==> config.mk <==
export PLATFORM = sky130hd
export DESIGN_NAME = hbq_cfg
export DESIGN_NICKNAME = d
export VERILOG_FILES = /design/src/hw/rtl/hbq_pkg.sv /design/src/hw/rtl/hbq_cfg.sv
export SDC_FILE = /design/constraint.sdc
export NUM_CORES = 1
export LEC_CHECK = 0
export BUFFER_PORTS_ARGS = -buffer_cell sky130_fd_sc_hd__clkbuf_2
export CAP_MARGIN = 20
export CORE_UTILIZATION = 45
export DETAILED_ROUTE_END_ITERATION = 12
export PLACE_DENSITY = 0.78
export SYNTH_ARGS = -nofsm -noshare
export SYNTH_HDL_FRONTEND = slang
export SYNTH_SLANG_ARGS = --single-unit
==> constraint.sdc <==
create_clock -name clk -period 3.55 [get_ports clk]
set_input_delay 0.5325 -clock clk [delete_from_list [all_inputs] [get_ports clk]]
set_output_delay 0.5325 -clock clk [all_outputs]
set_load 0.05 [all_outputs]
==> src/hw/rtl/hbq_pkg.sv <==
// ----------------------------------------------------------------------------
// hbq_pkg - shared types and constants for the binned histogram quantile block
// Mode and register codes, sequencer states, binning constants and the
// structs passed between the config, binning and sequencer logic.
// ----------------------------------------------------------------------------
package hbq_pkg;

	// item modes
	localparam logic [1:0] MODE_ACC   = 2'd0;
	localparam logic [1:0] MODE_QUERY = 2'd1;
	localparam logic [1:0] MODE_CLEAR = 2'd2;

	// register indexes (byte address / 4)
	localparam logic [1:0] REG_ISO_SEL   = 2'd0;
	localparam logic [1:0] REG_PT_THR    = 2'd1;
	localparam logic [1:0] REG_Q_FRAC    = 2'd2;
	localparam logic [1:0] REG_MIN_TOTAL = 2'd3;

	// isolation select codes
	localparam logic [1:0] ISO_CHARGED = 2'd0;
	localparam logic [1:0] ISO_PHOTON  = 2'd1;
	localparam logic [1:0] ISO_NEUTRAL = 2'd2;
	localparam logic [1:0] ISO_NH_PH   = 2'd3;

	// register reset values
	localparam logic [1:0]  RST_ISO_SEL   = 2'd3;
	localparam logic [15:0] RST_PT_THR    = 16'd320;
	localparam logic [15:0] RST_Q_FRAC    = 16'd58982;
	localparam logic [23:0] RST_MIN_TOTAL = 24'd500;

	localparam int CFG_ADDR_W = 4;
	localparam int CFG_DATA_W = 32;

	// |eta| edges in 1/1024 units
	localparam int EDGE_COUNT = 4;
	localparam logic [12:0] ETA_EDGE [EDGE_COUNT] = '{13'd819, 13'd1331, 13'd2048, 13'd2252};
	localparam int ETA_MAX_ABS = 2560;

	// isolation binning, 0.01 GeV units
	localparam int ISO_LOW        = -100;
	localparam int ISO_STEP       = 5;
	localparam int LOWSTAT_CUTOFF = 99900;
	// x/5 == (x*RECIP5) >> RECIP5_SHIFT for all x below 2^18
	localparam int RECIP5       = 52429;
	localparam int RECIP5_SHIFT = 18;

	// widths sized for the largest parameter values
	localparam int SLICE_W   = 9;
	localparam int ISO_BIN_W = 11;
	localparam int ISO_V_W   = 13;

	localparam int FRAC_W = 16;

	typedef enum logic [3:0] {
		ST_CLEAR,
		ST_IDLE,
		ST_BASE,
		ST_ACC_RD,
		ST_ACC_WR,
		ST_SUM,
		ST_MUL,
		ST_SCAN,
		ST_DONE
	} hbq_state_t;

	typedef struct packed {
		logic [1:0]  iso_select;
		logic [15:0] pt_threshold;
		logic [15:0] quantile_fraction;
		logic [23:0] min_total;
	} hbq_cfg_t;

	typedef struct packed {
		logic                 keep;      // record passes all cuts
		logic                 slice_ok;  // query slice in range
		logic [SLICE_W-1:0]   slice;     // eta*RHO_BINS + rho
		logic [ISO_BIN_W-1:0] iso_bin;
	} hbq_bin_t;

endpackage

==> src/hw/rtl/hbq_cfg.sv <==
// ----------------------------------------------------------------------------
// hbq_cfg - APB-style configuration registers
// Four registers at byte addresses 0, 4, 8 and 12; zero wait states.
// ----------------------------------------------------------------------------
module hbq_cfg
	import hbq_pkg::*;
(
	input  logic                  clk,
	input  logic                  arst_n,
	input  logic                  psel,
	input  logic                  penable,
	input  logic                  pwrite,
	input  logic [CFG_ADDR_W-1:0] paddr,
	input  logic [CFG_DATA_W-1:0] pwdata,
	output logic [CFG_DATA_W-1:0] prdata,
	output logic                  pready,
	output hbq_cfg_t              cfg
);

	hbq_cfg_t   cfg_q;
	logic       wr_en;
	logic [1:0] reg_idx;

	assign reg_idx = paddr[3:2];
	assign wr_en   = psel && penable && pwrite;
	assign pready  = 1'b1;

	always_ff @(posedge clk or negedge arst_n) begin
		if (!arst_n) begin
			cfg_q.iso_select        <= RST_ISO_SEL;
			cfg_q.pt_threshold      <= RST_PT_THR;
			cfg_q.quantile_fraction <= RST_Q_FRAC;
			cfg_q.min_total         <= RST_MIN_TOTAL;
		end else if (wr_en) begin
			unique case (reg_idx)
				REG_ISO_SEL:   cfg_q.iso_select        <= pwdata[1:0];
				REG_PT_THR:    cfg_q.pt_threshold      <= pwdata[15:0];
				REG_Q_FRAC:    cfg_q.quantile_fraction <= pwdata[15:0];
				REG_MIN_TOTAL: cfg_q.min_total         <= pwdata[23:0];
				default: ;
			endcase
		end
	end

	always_comb begin
		unique case (reg_idx)
			REG_ISO_SEL:   prdata = CFG_DATA_W'(cfg_q.iso_select);
			REG_PT_THR:    prdata = CFG_DATA_W'(cfg_q.pt_threshold);
			REG_Q_FRAC:    prdata = CFG_DATA_W'(cfg_q.quantile_fraction);
			REG_MIN_TOTAL: prdata = CFG_DATA_W'(cfg_q.min_total);
			default:       prdata = '0;
		endcase
	end

	assign cfg = cfg_q;

endmodule

==> results of run 1 <==
-- area by class of cell --
class | count | area [um^2] | area share
multi-input cells | 112 | 1160 | 0.328
well taps | 75 | 93.8 | 0.0266
repair buffers | 118 | 631 | 0.179
flip-flops and latches | 58 | 1480 | 0.418
clock buffers | 16 | 170 | 0.0482
-- metal layers --
metal | vias to the layer above | track usage
met5 | - | 0
met4 | 0 | 0.0750
met3 | 4 | 0.0614
met2 | 71 | 0.330
met1 | 965 | 0.270
li1 | 885 | -
-- synth_stat cells --
master	instances	share of area
a22o_1	14	0.044
and3_1	8	0.018
buf_12	1	0.0073
buf_2	1	0.0018
buf_4	13	0.035
buf_6	2	0.0082
clkbuf_1	4	0.0054
conb_1	2	0.0027
dfrtp_1	39	0.35
dfstp_2	19	0.18
mux2_2	62	0.25
mux2_4	10	0.054
mux4_1	1	0.0095
mux4_2	1	0.0082
nand2_1	1	0.0014
nand3_1	1	0.0018
nor2_1	1	0.0014
nor2b_1	1	0.0023
nor3_1	1	0.0018
nor3b_2	1	0.0045
or3b_1	1	0.0032
-- metrics by stage --
step / cell area (um^2) / setup slack [ns] / power, W / util / cells
2_1_floorplan: 2780 / 1.32 / 0.00197 / - / 191
3_3_place_gp: 3340 / 0.999 / 0.00222 / 0.564 / 362
3_5_place_dp: 3360 / 0.987 / 0.00225 / 0.567 / 363
4_1_cts: 3530 / 0.982 / 0.00279 / 0.596 / 379
5_1_grt: 3530 / 0.882 / 0.00289 / 0.596 / 379
6_report: 3530 / 0.995 / 0.00275 / 0.596 / 379
-- cells by family after synthesis --
logic type	synth area share
AOI/OAI and AO/OA	0.0445
buffers and inverters	0.0581
DFF	0.535
muxes	0.325
other	0.00272
and+or+nand+nor	0.0345
-- worst paths after layout --
kind                                  end  slack (ns)  cells after the start
worst max-delay path            prdata[4]         1.0                      5
max in group asynchronous         cfg[29]        2.69                      2
worst min-delay path              cfg[36]        0.19                      1
worst max register to register    cfg[41]        2.76                      1
worst min register to register    cfg[28]        0.53                      1
min in group clk                  cfg[16]        0.44                      2
-- power groups by stage --
stage | Sequential (W) | Clock, W | Combinational [W]
floorplan | 0.00152 | 0 | 0.000451
global placement | 0.000970 | 0 | 0.00125
detailed placement | 0.000979 | 0 | 0.00127
CTS | 0.000970 | 0.000545 | 0.00127
global route | 0.000994 | 0.000583 | 0.00132
finish | 0.000969 | 0.000525 | 0.00126
-- worst max-delay path, delay by kind of cell --
| kind | cells | cell delay (ns) |
|---|---|---|
| buffers and inverters | 3 | 1.06 |
| AND/OR/NAND/NOR | 1 | 0.25 |
| AO/OA/AOI/OAI | 1 | 0.16 |
==> key figures, run 1 <==
Outcome
  • Status: finished, final reports clean

Global route
  • Pin count of the biggest net entering global routing: 30
  • Initial antenna violation count: 0
  • Global Route Usage Sum: 0.208
  • First-pass GRT wire length: 9690 um
  • Total gr overflow: 0
  • Vias in the first global route: 1,876

Detailed routing
  • Wire length per cell: 16.0 um
  • DR top layer: met4
  • Detail Route Antenna Nets: 0
  • First-pass DRT Iterations: 4
  • Via count: 1,925
  • M1 wire length: 2650 um
  • Met2 WL: 3030 um
  • Total Routed Length: 6050 um
  • Average via count per standard cell: 5.08
  • Starting DRT DRC Count: 55
  • Drt drc: 0
  • Routed wl met3: 333 um

Critical path
  • Worst R2R Start: cfg[41]
  • CP startpoint: paddr[2]
  • Critical Path AT: 2.02 ns
  • Max stage delay on crit path: 0.57 ns
  • Most used cell, CP: clkbuf_2
  • CP required: 3.02 ns
  • Crit path max fanout: 29
  • CP Cell Sequence: clkbuf_2 -> nor2b_1 -> buf_4 -> a22o_1 -> clkbuf_2
  • Startpoint types: primary input
  • Slowest CP cell: clkbuf_2
  • Worst setup path class: in -> out
  • Critical Path End Type: output port

Die
  • Die Wd: 80.3 um
  • Area of the die: 6440 um^2
  • Row count: 28
  • I/O pin total: 132
  • Die Ht: 80.3 um
  • Core area: 5920 um^2
  • Initial Util: 0.466

Power
  • Int Pwr: 0.00149 W
  • Combinational power share: 0.457
  • Register share of total power: 0.352
  • Static Leak: 1.80 nW
  • Worst vdd ir: 0.000392 V
  • Clock power share: 0.191
  • Sw Ratio: 0.460
  • Sw power: 0.00127 W
  • Power Dens Cells: 781 nW/um^2

STA
  • Fin crit period: 2.55 ns
  • Fin. max-slew vios: 0
  • Max_slew headroom: 0.348
  • Fmax: 0.391 GHz
  • Hold Vio Cnt, Final: 0
  • Clock Skew: 0 ns
  • Final setup viols: 0
  • Setup TNS: 0 ns
  • Final hold slack: 0.189 ns
  • RSZ-0062 raised after global routing: false
  • Slew @ Worst Pin: 0.977 ns
  • Final Cycle Share: 0.720

Worst hold path
  • Worst min path class: in -> async

Synthesis
  • Seq/Total Area, Yosys: 0.535
  • Yosys warns: 0
  • Post-synthesis area per instance: 15.0 um^2
  • Cells after Synth: 184
  • Mapped cell area: 2760 um^2
  • Synthesis-stage register bit count: 58
  • Post-synthesis cell type count: 21

Placed design
  • Detail Placement HPWL: 4220 um
  • Port bufs: 112
  • GP Congestion: 0.686

Clock tree
  • Clock Sinks: 58
  • Reg clk slew, reported paths: 0.06 ns
  • Clock buffer count from CTS: 9
  • H-tree Lvls: 3
  • CTS tree: built
  • Skew-Pair Late Insertion Delay: 0.32 ns
  • Setup Buffers After CTS: 0
  • Hold buffer count at CTS: 0
  • Clock Path Buffers: 2
  • Root buf cell: clkbuf_8
  • Cts repair resizes: 0

Final layout
  • Fillers: 508
  • Layout area overhead: 27.9%
  • Fin nets: 340
  • Most frequent cells in the layout: clkbuf_2, mux2_2, dfrtp_1, dfstp_2, a22o_1
  • Most common cell after layout, fill and taps aside: clkbuf_2
  • Share of cells above drive strength 1: 0.734
  • Max reg flops: 58
  • Antenna diode count: 0

Flow run
  • Max cap viols: 0
Note: power is estimated with default switching activity, not from simulation.
==> inputs of run 2 (changes only) <==
==> constraint.sdc (replaced) <==
create_clock -name clk -period 2.4 [get_ports clk]
set_input_delay 0.36 -clock clk [delete_from_list [all_inputs] [get_ports clk]]
set_output_delay 0.36 -clock clk [all_outputs]
set_load 0.05 [all_outputs]
==> run 2 against run 1 <==
Effect of this change:
- core utilization is 1.6 points higher
- sequential cell count stayed put
- sequential share of layout area is 1.1 points lower
- largest cell class unchanged
- die area is the same
- global-route usage fell by 0.82 points
- non-clock buffer count is 8 higher
- critical endpoint is now prdata[13]
- first-iteration DRC count grew 40%
- via count is 0.68% higher
- highest routed layer unchanged
- critical path depth stayed put
==> key figures, run 2 (synthesized netlist as in run 1, its figures left out) <==
Outcome
  • Status: finished, final reports clean

Critical path
  • CP Depth: 5 (unchanged)
  • Slowest CP cell: clkbuf_2
  • Max stage delay on crit path: 0.40 ns (-0.17 ns)
  • CP required: 2.04 ns (-0.98 ns)
  • Crit-path leading delay family: buffers and inverters
  • Worst R2R Start: cfg[44]
  • Most used cell, CP: clkbuf_2
  • Worst R2R Path Depth: 1 (unchanged)
  • CP bufs+invs: 3 (unchanged)
  • CP Cell Sequence: clkbuf_2 -> buf_4 -> mux2_2 -> a22o_1 -> clkbuf_2
  • Critical Path AT: 1.77 ns (-0.25 ns)
  • CP startpoint: paddr[2]
  • Crit path max fanout: 20 (-31%)
  • Startpoint types: primary input
  • CP endpoint: prdata[13]
  • RR Endpoint: cfg[44]
  • Worst setup path class: in -> out
  • Worst reg2reg setup slack: 1.59 ns (-1.17 ns)
  • Critical Path End Type: output port

Power
  • Static Leak: 1.85 nW (+2.9%)
  • Combinational power share: 0.453 (-0.004)
  • Worst vdd ir: 0.000596 V (+52%)
  • Register share of total power: 0.343 (-0.009)
  • Sw power: 0.00191 W (+51%)
  • Sw Ratio: 0.456 (-0.00354)
  • Int Pwr: 0.00228 W (+53%)
  • Clock power share: 0.203 (+0.012)
  • Power Dens Cells: 1160 nW/um^2 (+48%)

STA
  • Fin. max-slew vios: 0 (unchanged)
  • Fmax: 0.470 GHz
  • Clock Skew: 0 ns (unchanged)
  • Final setup viols: 0 (unchanged)
  • Setup TNS: 0 ns (unchanged)
  • Hold Vio Cnt, Final: 0 (unchanged)
  • RSZ-0062 raised after global routing: false
  • Max_slew headroom: 0.666 (+0.318)
  • Slew @ Worst Pin: 0.501 ns (-0.477 ns)
  • Final Cycle Share: 0.887
  • Fin crit period: 2.13 ns

Final layout
  • Max reg flops: 58 (unchanged)
  • Most frequent cells in the layout: clkbuf_2, mux2_2, dfrtp_1, dfstp_2
  • Share of cells above drive strength 1: 0.750 (+0.0164)
  • Non-filler instance count after layout: 387 (+2.1%)
  • Layout area overhead: 31.4%
  • Antenna diode count: 0 (unchanged)
  • Fin nets: 348 (+2.4%)
  • Most common cell after layout, fill and taps aside: clkbuf_2

Global route
  • First-pass GRT wire length: 9360 um (-3.5%)
  • Total gr overflow: 0 (unchanged)
  • Vias in the first global route: 1,816 (-3.2%)
  • Initial antenna violation count: 0 (unchanged)
  • Pin count of the biggest net entering global routing: 31 (+3.3%)
  • Global Route Usage Sum: 0.200 (-0.00818)

Placed design
  • Detail Placement HPWL: 4480 um (+6.2%)
  • Post-Place Cells: 371 (+2.2%)
  • Port bufs: 112 (unchanged)
  • GP Congestion: 0.673 (-1.8%)

Detailed routing
  • Detail Route Antenna Nets: 0 (unchanged)
  • Drt drc: 0 (unchanged)
  • Starting DRT DRC Count: 77 (+40%)
  • Wire length per cell: 15.7 um (-1.8%)
  • Via count: 1,938 (+0.68%)
  • Average via count per standard cell: 5.01 (-1.4%)
  • Total Routed Length: 6060 um (+0.26%)
  • First-pass DRT Iterations: 4 (unchanged)

Clock tree
  • Hold buffer count at CTS: 0 (unchanged)
  • Root buf cell: clkbuf_8
  • CTS tree: built
  • Skew-Pair Late Insertion Delay: 0.32 ns (about the same)
  • Clock Path Buffers: 2 (unchanged)
  • Clock buffer count from CTS: 9 (unchanged)
  • Setup Buffers After CTS: 0 (unchanged)
  • Reg clk slew, reported paths: 0.06 ns (about the same)
  • Clock Sinks: 58 (unchanged)
  • Cts repair resizes: 0 (unchanged)
  • H-tree Lvls: 3 (unchanged)

Die
  • Die Wd: 80.3 um (unchanged)
  • Row count: 28 (unchanged)
  • Die Ht: 80.3 um (unchanged)
  • Core area: 5920 um^2 (unchanged)
  • Initial Util: 0.466 (unchanged)
  • Area of the die: 6440 um^2 (unchanged)
  • I/O pin total: 132 (unchanged)

Flow run
  • Max cap viols: 0 (unchanged)

Worst hold path
  • Worst min path class: in -> async
-- run 2: cell count changes in the layout (fill, tap and decap cells not counted), moves of 2 or more --
cell | before | now
clkinv_2 | 0 | 2
buf_4 | 4 | 14
clkbuf_1 | 5 | 2
clkbuf_8 | 11 | 9
clkbuf_2 | 112 | 109
-- run 2: area by class of cell --
cell class | count | area (um^2)
sequential | 58 | 1480
multi-input combinational | 112 | 1160
clock inverter | 5 | 56.3
tap | 75 | 93.8
timing repair buffer | 126 | 711
clock buffer | 11 | 131
fill | 485 | 2300
-- run 2: power groups by stage --
stage / clock (W) / combinational [W] / sequential [W]
2_1_floorplan: 0 / 0.000667 / 0.00225
3_3_place_gp: 0 / 0.00189 / 0.00144
3_5_place_dp: 0 / 0.00191 / 0.00145
4_1_cts: 0.000873 / 0.00191 / 0.00144
5_1_grt: 0.000919 / 0.00198 / 0.00148
6_report: 0.000851 / 0.00190 / 0.00144
-- run 2: per-stage QoR --
| stage | setup slack, ns | hold slack (ns) | power, W | utilization | instance area (um^2) |
|---|---|---|---|---|---|
| floorplan | 0.516 | 0.0644 | 0.00291 | - | 2780 |
| global placement | 0.291 | 0.394 | 0.00333 | 0.581 | 3440 |
| detailed placement | 0.285 | 0.391 | 0.00336 | 0.581 | 3440 |
| CTS | 0.274 | 0.0383 | 0.00423 | 0.612 | 3620 |
| global route | 0.193 | 0.0629 | 0.00437 | 0.612 | 3620 |
| finish | 0.271 | 0.0434 | 0.00419 | 0.612 | 3620 |
-- run 2: worst min path at each step --
stage | to | depth (start not counted)
5_1_grt | cfg[27] | 2
3_3_place_gp | cfg[24] | 2
6_report | cfg[0] | 2
2_1_floorplan | cfg[0] | 0
3_5_place_dp | cfg[0] | 2
4_1_cts | cfg[27] | 2
-- run 2: routing by layer --
metal  wire (um)  vias up  track usage
met4          91        0       0.0804
met2        2910       74        0.323
met5           0        -            0
met3         297        9       0.0432
li1            -      900            -
met1        2760      955        0.261
