--- src/hw/rtl/hbq_pkg.sv ---
// ----------------------------------------------------------------------------
// hbq_pkg - shared types and constants for the binned histogram quantile block
// Mode and register codes, sequencer states, binning constants and the
// structs passed between the config, binning and sequencer logic.
// ----------------------------------------------------------------------------
package hbq_pkg;

	// item modes
	localparam logic [1:0] MODE_ACC   = 2'd0;
	localparam logic [1:0] MODE_QUERY = 2'd1;
	localparam logic [1:0] MODE_CLEAR = 2'd2;

	// register indexes (byte address / 4)
	localparam logic [1:0] REG_ISO_SEL   = 2'd0;
	localparam logic [1:0] REG_PT_THR    = 2'd1;
	localparam logic [1:0] REG_Q_FRAC    = 2'd2;
	localparam logic [1:0] REG_MIN_TOTAL = 2'd3;

	// isolation select codes
	localparam logic [1:0] ISO_CHARGED = 2'd0;
	localparam logic [1:0] ISO_PHOTON  = 2'd1;
	localparam logic [1:0] ISO_NEUTRAL = 2'd2;
	localparam logic [1:0] ISO_NH_PH   = 2'd3;

	// register reset values
	localparam logic [1:0]  RST_ISO_SEL   = 2'd3;
	localparam logic [15:0] RST_PT_THR    = 16'd320;
	localparam logic [15:0] RST_Q_FRAC    = 16'd58982;
	localparam logic [23:0] RST_MIN_TOTAL = 24'd500;

	localparam int CFG_ADDR_W = 4;
	localparam int CFG_DATA_W = 32;

	// |eta| edges in 1/1024 units
	localparam int EDGE_COUNT = 4;
	localparam logic [12:0] ETA_EDGE [EDGE_COUNT] = '{13'd819, 13'd1331, 13'd2048, 13'd2252};
	localparam int ETA_MAX_ABS = 2560;

	// isolation binning, 0.01 GeV units
	localparam int ISO_LOW        = -100;
	localparam int ISO_STEP       = 5;
	localparam int LOWSTAT_CUTOFF = 99900;
	// x/5 == (x*RECIP5) >> RECIP5_SHIFT for all x below 2^18
	localparam int RECIP5       = 52429;
	localparam int RECIP5_SHIFT = 18;

	// widths sized for the largest parameter values
	localparam int SLICE_W   = 9;
	localparam int ISO_BIN_W = 11;
	localparam int ISO_V_W   = 13;

	localparam int FRAC_W = 16;

	typedef enum logic [3:0] {
		ST_CLEAR,
		ST_IDLE,
		ST_BASE,
		ST_ACC_RD,
		ST_ACC_WR,
		ST_SUM,
		ST_MUL,
		ST_SCAN,
		ST_DONE
	} hbq_state_t;

	typedef struct packed {
		logic [1:0]  iso_select;
		logic [15:0] pt_threshold;
		logic [15:0] quantile_fraction;
		logic [23:0] min_total;
	} hbq_cfg_t;

	typedef struct packed {
		logic                 keep;      // record passes all cuts
		logic                 slice_ok;  // query slice in range
		logic [SLICE_W-1:0]   slice;     // eta*RHO_BINS + rho
		logic [ISO_BIN_W-1:0] iso_bin;
	} hbq_bin_t;

endpackage

--- src/hw/rtl/hbq_bin.sv ---
// ----------------------------------------------------------------------------
// hbq_bin - record cuts and bin lookup
// Applies the pt, truth, |eta|, rho and isolation cuts, finds the eta, rho
// and isolation bins, or the query slice, and registers them on a transfer.
// ----------------------------------------------------------------------------
module hbq_bin
	import hbq_pkg::*;
#(
	parameter int ETA_BINS = 5,
	parameter int RHO_BINS = 50,
	parameter int ISO_BINS = 220
) (
	input  logic               clk,
	input  logic               load,
	input  hbq_cfg_t           cfg,
	input  logic [1:0]         mode,
	input  logic [15:0]        pt,
	input  logic signed [12:0] eta_sc,
	input  logic [15:0]        rho_value,
	input  logic signed [15:0] iso_charged,
	input  logic signed [15:0] iso_neutral_hadron,
	input  logic signed [15:0] iso_photon,
	input  logic               truth_match,
	input  logic [2:0]         query_eta_bin,
	input  logic [5:0]         query_rho_bin,
	output hbq_bin_t           bin
);

	localparam int ISO_SPAN = ISO_STEP * ISO_BINS;
	localparam int PROD_W   = ISO_V_W + 16;

	logic [12:0]          eta_u;
	logic [12:0]          aeta;
	logic                 eta_ok;
	logic [2:0]           ieta;
	logic [7:0]           rho_bin;
	logic                 rho_ok;
	logic signed [16:0]   iso_sel;
	logic signed [17:0]   iso_off;
	logic                 iso_ok;
	logic                 iso_ovf;
	logic [PROD_W-1:0]    iso_prod;
	logic [ISO_BIN_W-1:0] iso_bin;
	logic [SLICE_W-1:0]   acc_slice;
	logic [SLICE_W-1:0]   qry_slice;
	logic                 qry_ok;
	hbq_bin_t             bin_d;
	hbq_bin_t             bin_q;

	assign eta_u  = eta_sc;
	assign aeta   = eta_sc[12] ? (~eta_u + 13'd1) : eta_u;
	assign eta_ok = aeta <= 13'(ETA_MAX_ABS);

	// edges are increasing, so the bin is the number of edges passed
	always_comb begin
		ieta = 3'd0;
		for (int k = 0; k < EDGE_COUNT; k++) begin
			if ((k < ETA_BINS - 1) && (aeta > ETA_EDGE[k])) begin
				ieta = ieta + 3'd1;
			end
		end
	end

	assign rho_bin = rho_value[15:8];
	assign rho_ok  = rho_bin < 8'(RHO_BINS);

	always_comb begin
		case (cfg.iso_select)
			ISO_CHARGED: iso_sel = 17'(iso_charged);
			ISO_PHOTON:  iso_sel = 17'(iso_photon);
			ISO_NEUTRAL: iso_sel = 17'(iso_neutral_hadron);
			default:     iso_sel = 17'(iso_neutral_hadron) + 17'(iso_photon);
		endcase
	end

	assign iso_off = 18'(iso_sel) - 18'(ISO_LOW);
	assign iso_ok  = !iso_off[17];
	assign iso_ovf = iso_off[16:0] >= 17'(ISO_SPAN);

	// below the overflow bin the offset fits ISO_V_W bits
	assign iso_prod = PROD_W'(iso_off[ISO_V_W-1:0]) * PROD_W'(RECIP5);
	assign iso_bin  = iso_ovf ? ISO_BIN_W'(ISO_BINS)
	                          : iso_prod[RECIP5_SHIFT +: ISO_BIN_W];

	assign acc_slice = SLICE_W'(ieta) * SLICE_W'(RHO_BINS) + SLICE_W'(rho_bin);
	assign qry_slice = SLICE_W'(query_eta_bin) * SLICE_W'(RHO_BINS) + SLICE_W'(query_rho_bin);
	assign qry_ok    = ({1'b0, query_eta_bin} < 4'(ETA_BINS))
	                && ({1'b0, query_rho_bin} < 7'(RHO_BINS));

	always_comb begin
		bin_d.keep     = (pt > cfg.pt_threshold) && truth_match && eta_ok && rho_ok && iso_ok;
		bin_d.slice_ok = qry_ok;
		bin_d.slice    = (mode == MODE_QUERY) ? qry_slice : acc_slice;
		bin_d.iso_bin  = iso_bin;
	end

	always_ff @(posedge clk) begin
		if (load) begin
			bin_q <= bin_d;
		end
	end

	assign bin = bin_q;

endmodule

--- config.mk ---
export PLATFORM = sky130hd
export DESIGN_NAME = hbq_bin
export DESIGN_NICKNAME = d
export VERILOG_FILES = /design/src/hw/rtl/hbq_pkg.sv /design/src/hw/rtl/hbq_bin.sv
export SDC_FILE = /design/constraint.sdc
export NUM_CORES = 1
export LEC_CHECK = 0
export BUFFER_PORTS_ARGS = -buffer_cell sky130_fd_sc_hd__buf_2
export CAP_MARGIN = 5
export CORE_MARGIN = 2
export CORE_UTILIZATION = 60
export DETAILED_ROUTE_END_ITERATION = 8
export GPL_ROUTABILITY_DRIVEN = 0
export PLACE_DENSITY_LB_ADDON = 0.25
export REMOVE_ABC_BUFFERS = 1
export SYNTH_ARGS = -nofsm -noshare
export SYNTH_HDL_FRONTEND = slang
export SYNTH_SLANG_ARGS = --single-unit
--- constraint.sdc ---
create_clock -name clk -period 18.05 [get_ports clk]
set_input_delay 0.9025 -clock clk [delete_from_list [all_inputs] [get_ports clk]]
set_output_delay 0.9025 -clock clk [all_outputs]
set_load 0.05 [all_outputs]
==> results_dict.tcl, run 1 <==
set metrics [dict create \
    cts_resized 0 \
    diodes 0 \
    synth.avg_cell_area_um2 8.55 \
    avgViaCountPerCell 5.58 \
    drive_gt1_frac 0.177 \
    track_usage 0.246 \
    grt_start_max_net_pins 26 \
    setup_viol 0 \
    synth_cell_types 83 \
    vias 6162 \
    grt_overflow_total 0 \
    ys_seq_area_frac 0.0925 \
    drc_errors 14 \
    antenna_found_initial 0 \
    max_stage_delay_ns 0.58 \
    hpwl_um 13400 \
    synth_warnings 0 \
    holdBufCountCts 0 \
    grt_use_met2 0.439 \
    grt.busiest_layer "met2" \
    cp-start-kind "primary input" \
    final_net_count 1325 \
    fillers 973 \
    io_pins 187 \
    start_util 0.620 \
    status "finished with violations" \
    syn-cell-area_um2 7140 \
    cp.arrival_ns 9.37 \
    setup_tns_ns 0 \
    violations "design-rule violations" \
    fin_crit_sh 0.519 \
    syn2layout_area_growth_pct 12.1 \
    critPathSlowestCell "fa_1" \
    final_cell_mix "inv_1, ha_1, buf_2" \
    grt_pass1_wl_um 26700 \
    cp.required_ns 18.04 \
    die_width_um 113 \
    cts_buffer_depth 2 \
    clock-sinks 22 \
    hold_class "primary input to flip-flop" \
    drt-initial-drc-count 338 \
    core_area_um2 11500 \
    ys_ff_latch 22 \
    fp.dieH_um 113 \
    synth_flop_cell "edfxtp_1" \
    routed_wl_um 15500 \
    numPortBuffers 138 \
    worstPathMaxFanout 25 \
    firstDrtPassIters 7 \
    mostFrequentLayoutCell "inv_1" \
    end_kind "flip-flop" \
    worstMarginPinSlew_ns 0.816 \
    fmax_mhz 107 \
    h-tree-depth 1 \
    routedWlPerCell_um 14.0 \
    clk_pin_slew_ns 0.06 \
    die-area_um2 12800 \
    ys_async_sr_fraction 0 \
    cts_tree "done" \
    met1_usage 0.341 \
    cts_root_buf "clkbuf_16" \
    fin_crit_ns 9.37 \
    finalHoldViolCount 0 \
    antenna_left 0 \
    drv_slew 0 \
    rsz0062_at_grt "no" \
    synth_enable_flop_cells 22 \
    gr-usage-met3 0.0112 \
    max-cap-violations 0 \
    worst_slew_margin_rel 0.452 \
    cpMostUsedCell "inv_1" \
    largest_reg_flops 22 \
    fp-row-count 39 \
    cts_made_buffers 3 \
    grt_pass1_vias 6032 \
    worstSetupPathType "primary input to flip-flop" \
    syn_inst 835 \
    post_cts_buffers 0 \
]
-- metal layers --
metal,share of wire,up-vias
met2,0.49,136
met4,0.0084,0
li1,-,3153
met3,0.040,15
met5,0,-
met1,0.46,2858
-- per-stage QoR --
stage / worst slack (ns) / utilization / std cells / cell area, um2 / hold WS, ns
6_report: 8.68 / 0.695 / 1105 / 8000 / 0.960
5_1_grt: 7.93 / 0.695 / 1105 / 8000 / 0.966
4_1_cts: 8.68 / 0.695 / 1105 / 8000 / 0.961
3_5_place_dp: 8.46 / 0.688 / 1101 / 7930 / 1.22
3_3_place_gp: 8.55 / 0.688 / 1101 / 7930 / 1.21
2_1_floorplan: 9.85 / - / 819 / 7050 / 1.02
-- cell usage after synthesis, types with 9 or more instances --
master,number,share of area
mux2i_1,9,0.013
fa_1,50,0.14
nand2b_1,14,0.012
xnor2_1,32,0.039
nand2_1,38,0.020
xor2_1,18,0.022
nor2b_1,11,0.0096
a21oi_1,49,0.034
edfxtp_1,22,0.093
inv_1,167,0.088
ha_1,147,0.26
mux2_2,10,0.016
a21o_1,14,0.015
o21ai_0,41,0.029
nand3_1,18,0.013
nor2_1,40,0.021
-- critical path, delay by kind of cell --
| family | cells | cell delay [ns] |
|---|---|---|
| simple gates | 7 | 1.15 |
| fa+ha+maj | 7 | 3.05 |
| compound gates | 9 | 2.62 |
| xor+xnor | 3 | 0.74 |
| buf+inv | 6 | 0.86 |
-- area by class of cell --
class,instances,area (um2),share of cell area
inverter,167,627,0.0783
sequential,22,661,0.0825
multi-input combinational,630,5760,0.720
clock buffer,3,75.1,0.00938
tap,143,179,0.0224
timing repair buffer,139,698,0.0872
clock inverter,1,3.75,0.000469
-- worst paths after layout --
| path | endpoint | cells past startpoint | startpoint | slack (ns) |
|---|---|---|---|---|
| max | bin[10] | 32 | cfg[56] | 8.68 |
| min | bin[11] | 2 | query_rho_bin[0] | 0.96 |
-- logic make-up after synthesis --
logic type                 Yosys count  share of synthesized area
AOI/OAI and AO/OA                  189                      0.181
buffers and inverters              183                      0.101
DFF                                 22                     0.0925
xor gates and xnor gates            50                     0.0613
adders and majority gates          197                      0.398
and+or+nand+nor                    171                      0.128
muxes                               23                     0.0394
Power of run 1 is left out: the tool's default activity adds up to more than one toggle a clock period on the data nets, which glitch-free logic cannot reach.
==> run 2: changes to the inputs <==
--- a/config.mk
+++ b/config.mk
@@ -8,7 +8,7 @@
 export BUFFER_PORTS_ARGS = -buffer_cell sky130_fd_sc_hd__buf_2
 export CAP_MARGIN = 5
 export CORE_MARGIN = 2
-export CORE_UTILIZATION = 60
+export CORE_UTILIZATION = 50
 export DETAILED_ROUTE_END_ITERATION = 8
 export GPL_ROUTABILITY_DRIVEN = 0
 export PLACE_DENSITY_LB_ADDON = 0.25
==> constraint.sdc (replaced) <==
create_clock -name clk -period 7.9 [get_ports clk]
set_input_delay 0.395 -clock clk [delete_from_list [all_inputs] [get_ports clk]]
set_output_delay 0.395 -clock clk [all_outputs]
set_load 0.05 [all_outputs]
==> run 2 against run 1 <==
The flow now finishes without violations. Core utilization down 7.3 points. Die area up 19%. Wire length grew 3.1%. First-iteration DRC count is 38% lower. Worst setup slack got worse by 8.3 ns. Sequential share of layout area shrank 0.63 points. Highest routed layer unchanged. Global-route usage is 3.3 points lower. Via count up 3.7%. Non-clock buffer count up 57. Critical path depth grew 3.
==> results_dict.tcl, run 2 (synthesis gave the netlist of run 1 again) <==
set metrics [dict create \
    cts_root_buf "clkbuf_16" \
    status "finished, final reports clean" \
    cp.required_ns 7.90 \
    max_stage_delay_ns 0.60 \
    die_width_um 123 \
    routed_wl_um 16000 \
    die-area_um2 15300 \
    end_kind "flip-flop" \
    worstMarginPinSlew_ns 1.00 \
    crit_start "iso_neutral_hadron[0]" \
    worstPathMaxFanout 3 \
    hpwl_um 14100 \
    fp-row-count 43 \
    multi_input_area_um2 5910 \
    diodes 0 \
    fin_crit_sh 0.958 \
    drt-initial-drc-count 209 \
    core_area_um2 13900 \
    regArea_um2 661 \
    max-cap-violations 0 \
    final_net_count 1382 \
    critPathSlowestCell "fa_1" \
    stdcell_count 1199 \
    grt_pass1_vias 6251 \
    final_util 0.622 \
    drc_errors 0 \
    largest_reg_flops 22 \
    cts_tree "done" \
    drv_slew 0 \
    drive_gt1_frac 0.247 \
    clock-sinks 22 \
    finalHoldViolCount 0 \
    fillers 1264 \
    worstSetupPathType "primary input to flip-flop" \
    grt_pass1_wl_um 26900 \
    setup_tns_ns 0 \
    antenna_left 0 \
    grt_overflow_total 0 \
    setup_viol 0 \
    worstHoldStart "rho_value[8]" \
    cts_made_buffers 3 \
    routedWlPerCell_um 13.3 \
    h-tree-depth 1 \
    io_pins 187 \
    cp.arrival_ns 7.57 \
    avgViaCountPerCell 5.33 \
    syn2layout_area_growth_pct 21.3 \
    track_usage 0.213 \
    clk_pin_slew_ns 0.06 \
    numPortBuffers 138 \
    worst_slew_margin_rel 0.331 \
    hold_class "primary input to flip-flop" \
    cp-start-kind "primary input" \
    cts_buffer_depth 2 \
    fmax_mhz 132 \
    firstDrtPassIters 4 \
    vias 6390 \
    hold_ws_ns 0.447 \
    start_util 0.512 \
    dp.cells 1188 \
    final_cell_mix "inv_1, ha_1, buf_2" \
    antenna_found_initial 0 \
    fin_crit_ns 7.57 \
    grt_start_max_net_pins 23 \
    mostFrequentLayoutCell "inv_1" \
    fp.dieH_um 123 \
]
[run 2: cell types whose count changed in the layout (fill, tap and decap cells not counted), moves of 4 or more]
| cell | change |
|---|---|
| buf_4 | +58 |
| inv_1 | -6 |
| inv_2 | +6 |
| ha_1 | -4 |
| ha_4 | +4 |
[run 2: area by class of cell]
class | instances | share of cell area
Multi-Input combinational cell | 630 | 0.682
Timing Repair Buffer | 196 | 0.131
Sequential cell | 22 | 0.0763
Inverter | 167 | 0.0724
Tap cell | 180 | 0.0260
Clock buffer | 3 | 0.00867
Clock inverter | 1 | 0.00347
[run 2: metrics by stage]
step	setup slack, ns	area (um2)
2_1_floorplan	0.208	7050
3_3_place_gp	-0.159	8350
3_5_place_dp	-0.305	8350
4_1_cts	0.00349	8470
5_1_grt	-0.0110	8660
6_report	0.329	8660
[run 2: what timing repair did]
item	4_1_cts	5_1_grt
hold buffers	0	0
endpoints found under the hold margin	0	0
resized for setup	1	31
pin swaps	2	30
buffers inserted	1	6
endpoints found under the setup margin	1	8
[run 2: layer usage]
metal / GRT usage / routed length [um] / vias up / part of all wire
li1: - / - / 3267 / -
met4: 0.0270 / 160 / 0 / 0.010
met2: 0.412 / 8180 / 117 / 0.51
met5: 0 / 0 / - / 0
met3: 0.00923 / 473 / 11 / 0.030
met1: 0.266 / 7170 / 2995 / 0.45
[run 2: critical path: cells and delay by family]
kind / cells / cell delay [ns]
xor gates and xnor gates: 4 / 0.60
muxes: 1 / 0.52
adders and majority gates: 9 / 3.32
buffers and inverters: 8 / 0.63
and+or+nand+nor: 6 / 0.72
AOI/OAI and AO/OA: 7 / 1.37
[run 2: path summary, 6_finish.rpt]
path	endpoint	slack (ns)	depth (start not counted)
worst max-delay path	bin[10]	0.33	35
worst min-delay path	bin[11]	0.45	2
Power of run 2 is left out for the same reason.
==> run 3: changes to the inputs <==
--- a/config.mk
+++ b/config.mk
@@ -12,7 +12,6 @@
 export DETAILED_ROUTE_END_ITERATION = 8
 export GPL_ROUTABILITY_DRIVEN = 0
 export PLACE_DENSITY_LB_ADDON = 0.25
-export REMOVE_ABC_BUFFERS = 1
 export SYNTH_ARGS = -nofsm -noshare
 export SYNTH_HDL_FRONTEND = slang
 export SYNTH_SLANG_ARGS = --single-unit
==> run 3 against run 2 <==
Maximum frequency shrank 0.22%. Critical path depth is the same. Sequential cell count is the same. Highest routed layer unchanged.
==> results_dict.tcl, run 3 (synthesis gave the netlist of run 1 again) <==
set metrics [dict create \
    status "finished, final reports clean" \
    final_net_count 1374 \
    cp.arrival_ns 7.60 \
    setup_tns_ns 0 \
    largest_reg_flops 22 \
    clock-sinks 22 \
    final_util 0.614 \
    cts_made_buffers 3 \
    fin_crit_ns 7.59 \
    cp.required_ns 7.91 \
    io_pins 187 \
    hold_class "primary input to flip-flop" \
    antenna_found_initial 0 \
    fillers 1253 \
    regArea_um2 661 \
    vias 6362 \
    grt.busiest_layer "met2" \
    setup_viol 0 \
    drive_gt1_frac 0.239 \
    diodes 0 \
    critPathSlowestCell "fa_1" \
    die-area_um2 15300 \
    max-cap-violations 0 \
    hpwl_um 14700 \
    cts_tree "done" \
    end_kind "flip-flop" \
    worstPathMaxFanout 3 \
    routedWlPerCell_um 13.9 \
    mostFrequentLayoutCell "inv_1" \
    hold_ws_ns 0.446 \
    met1_usage 0.285 \
    worstMarginPinSlew_ns 1.01 \
    grt_pass1_wl_um 27900 \
    worst_slew_margin_rel 0.324 \
    multi_input_area_um2 5900 \
    finalHoldViolCount 0 \
    core_area_um2 13900 \
    fp.dieH_um 123 \
    drv_slew 0 \
    fmax_mhz 132 \
    drt-initial-drc-count 328 \
    cts_root_buf "clkbuf_16" \
    grt_start_max_net_pins 23 \
    final_cell_mix "inv_1, ha_1, buf_2" \
    clk_pin_slew_ns 0.06 \
    cts_buffer_depth 2 \
    track_usage 0.226 \
    max_stage_delay_ns 0.58 \
    worstSetupPathType "primary input to flip-flop" \
    die_width_um 123 \
    fin_crit_sh 0.960 \
    fp-row-count 43 \
    grt_pass1_vias 6280 \
    grt_overflow_total 0 \
    syn2layout_area_growth_pct 19.8 \
    avgViaCountPerCell 5.35 \
    firstDrtPassIters 5 \
    synth_nets 1197 \
    routed_wl_um 16500 \
    numPortBuffers 138 \
    dp.cells 1184 \
    drc_errors 0 \
    grt_use_met2 0.424 \
    start_util 0.512 \
    antenna_left 0 \
    cp-start-kind "primary input" \
    stdcell_count 1190 \
    cpMostUsedCell "inv_1" \
    h-tree-depth 1 \
    gr-usage-met3 0.0175 \
]
==> run 3: per-stage QoR <==
stage               setup WS [ns]  instance area [um2]
floorplan                   0.219                 7140
global placement          -0.0848                 8320
detailed placement         -0.218                 8320
CTS                       0.00737                 8390
global route              -0.0102                 8550
finish                      0.313                 8550
==> run 3: path summary, 6_finish.rpt <==
path | startpoint | endpoint | slack, ns | cells after the start
hold / removal | query_rho_bin[0] | bin[11] | 0.45 | 2
setup / recovery | iso_neutral_hadron[0] | bin[7] | 0.31 | 35
==> run 3: cell type report <==
cell class                 instances  area share
clock buffer                       3     0.00878
inverter                         167      0.0733
multi-input combinational        630       0.690
sequential                        22      0.0773
tap                              180      0.0263
timing repair buffer             188       0.125
==> run 3: routing by layer <==
| layer | share of wire | vias up |
|---|---|---|
| met5 | 0 | - |
| met1 | 0.45 | 2950 |
| li1 | - | 3256 |
| met2 | 0.49 | 140 |
| met3 | 0.044 | 16 |
| met4 | 0.012 | 0 |
==> run 3: worst max-delay path: cells and delay by family <==
kind / cells / cell delay, ns
buffers and inverters: 8 / 0.68
multiplexers: 1 / 0.49
XOR/XNOR: 3 / 0.41
adder cells (fa/ha/maj): 9 / 3.33
AO/OA/AOI/OAI: 9 / 1.62
AND/OR/NAND/NOR: 5 / 0.65
==> run 3: what timing repair did <==
item                       CTS  global route
gates resized for setup      0            24
buffers inserted             0             3
hold buffers                 0             0
setup endpoints to repair    0            10
Power of run 3 is left out for the same reason.
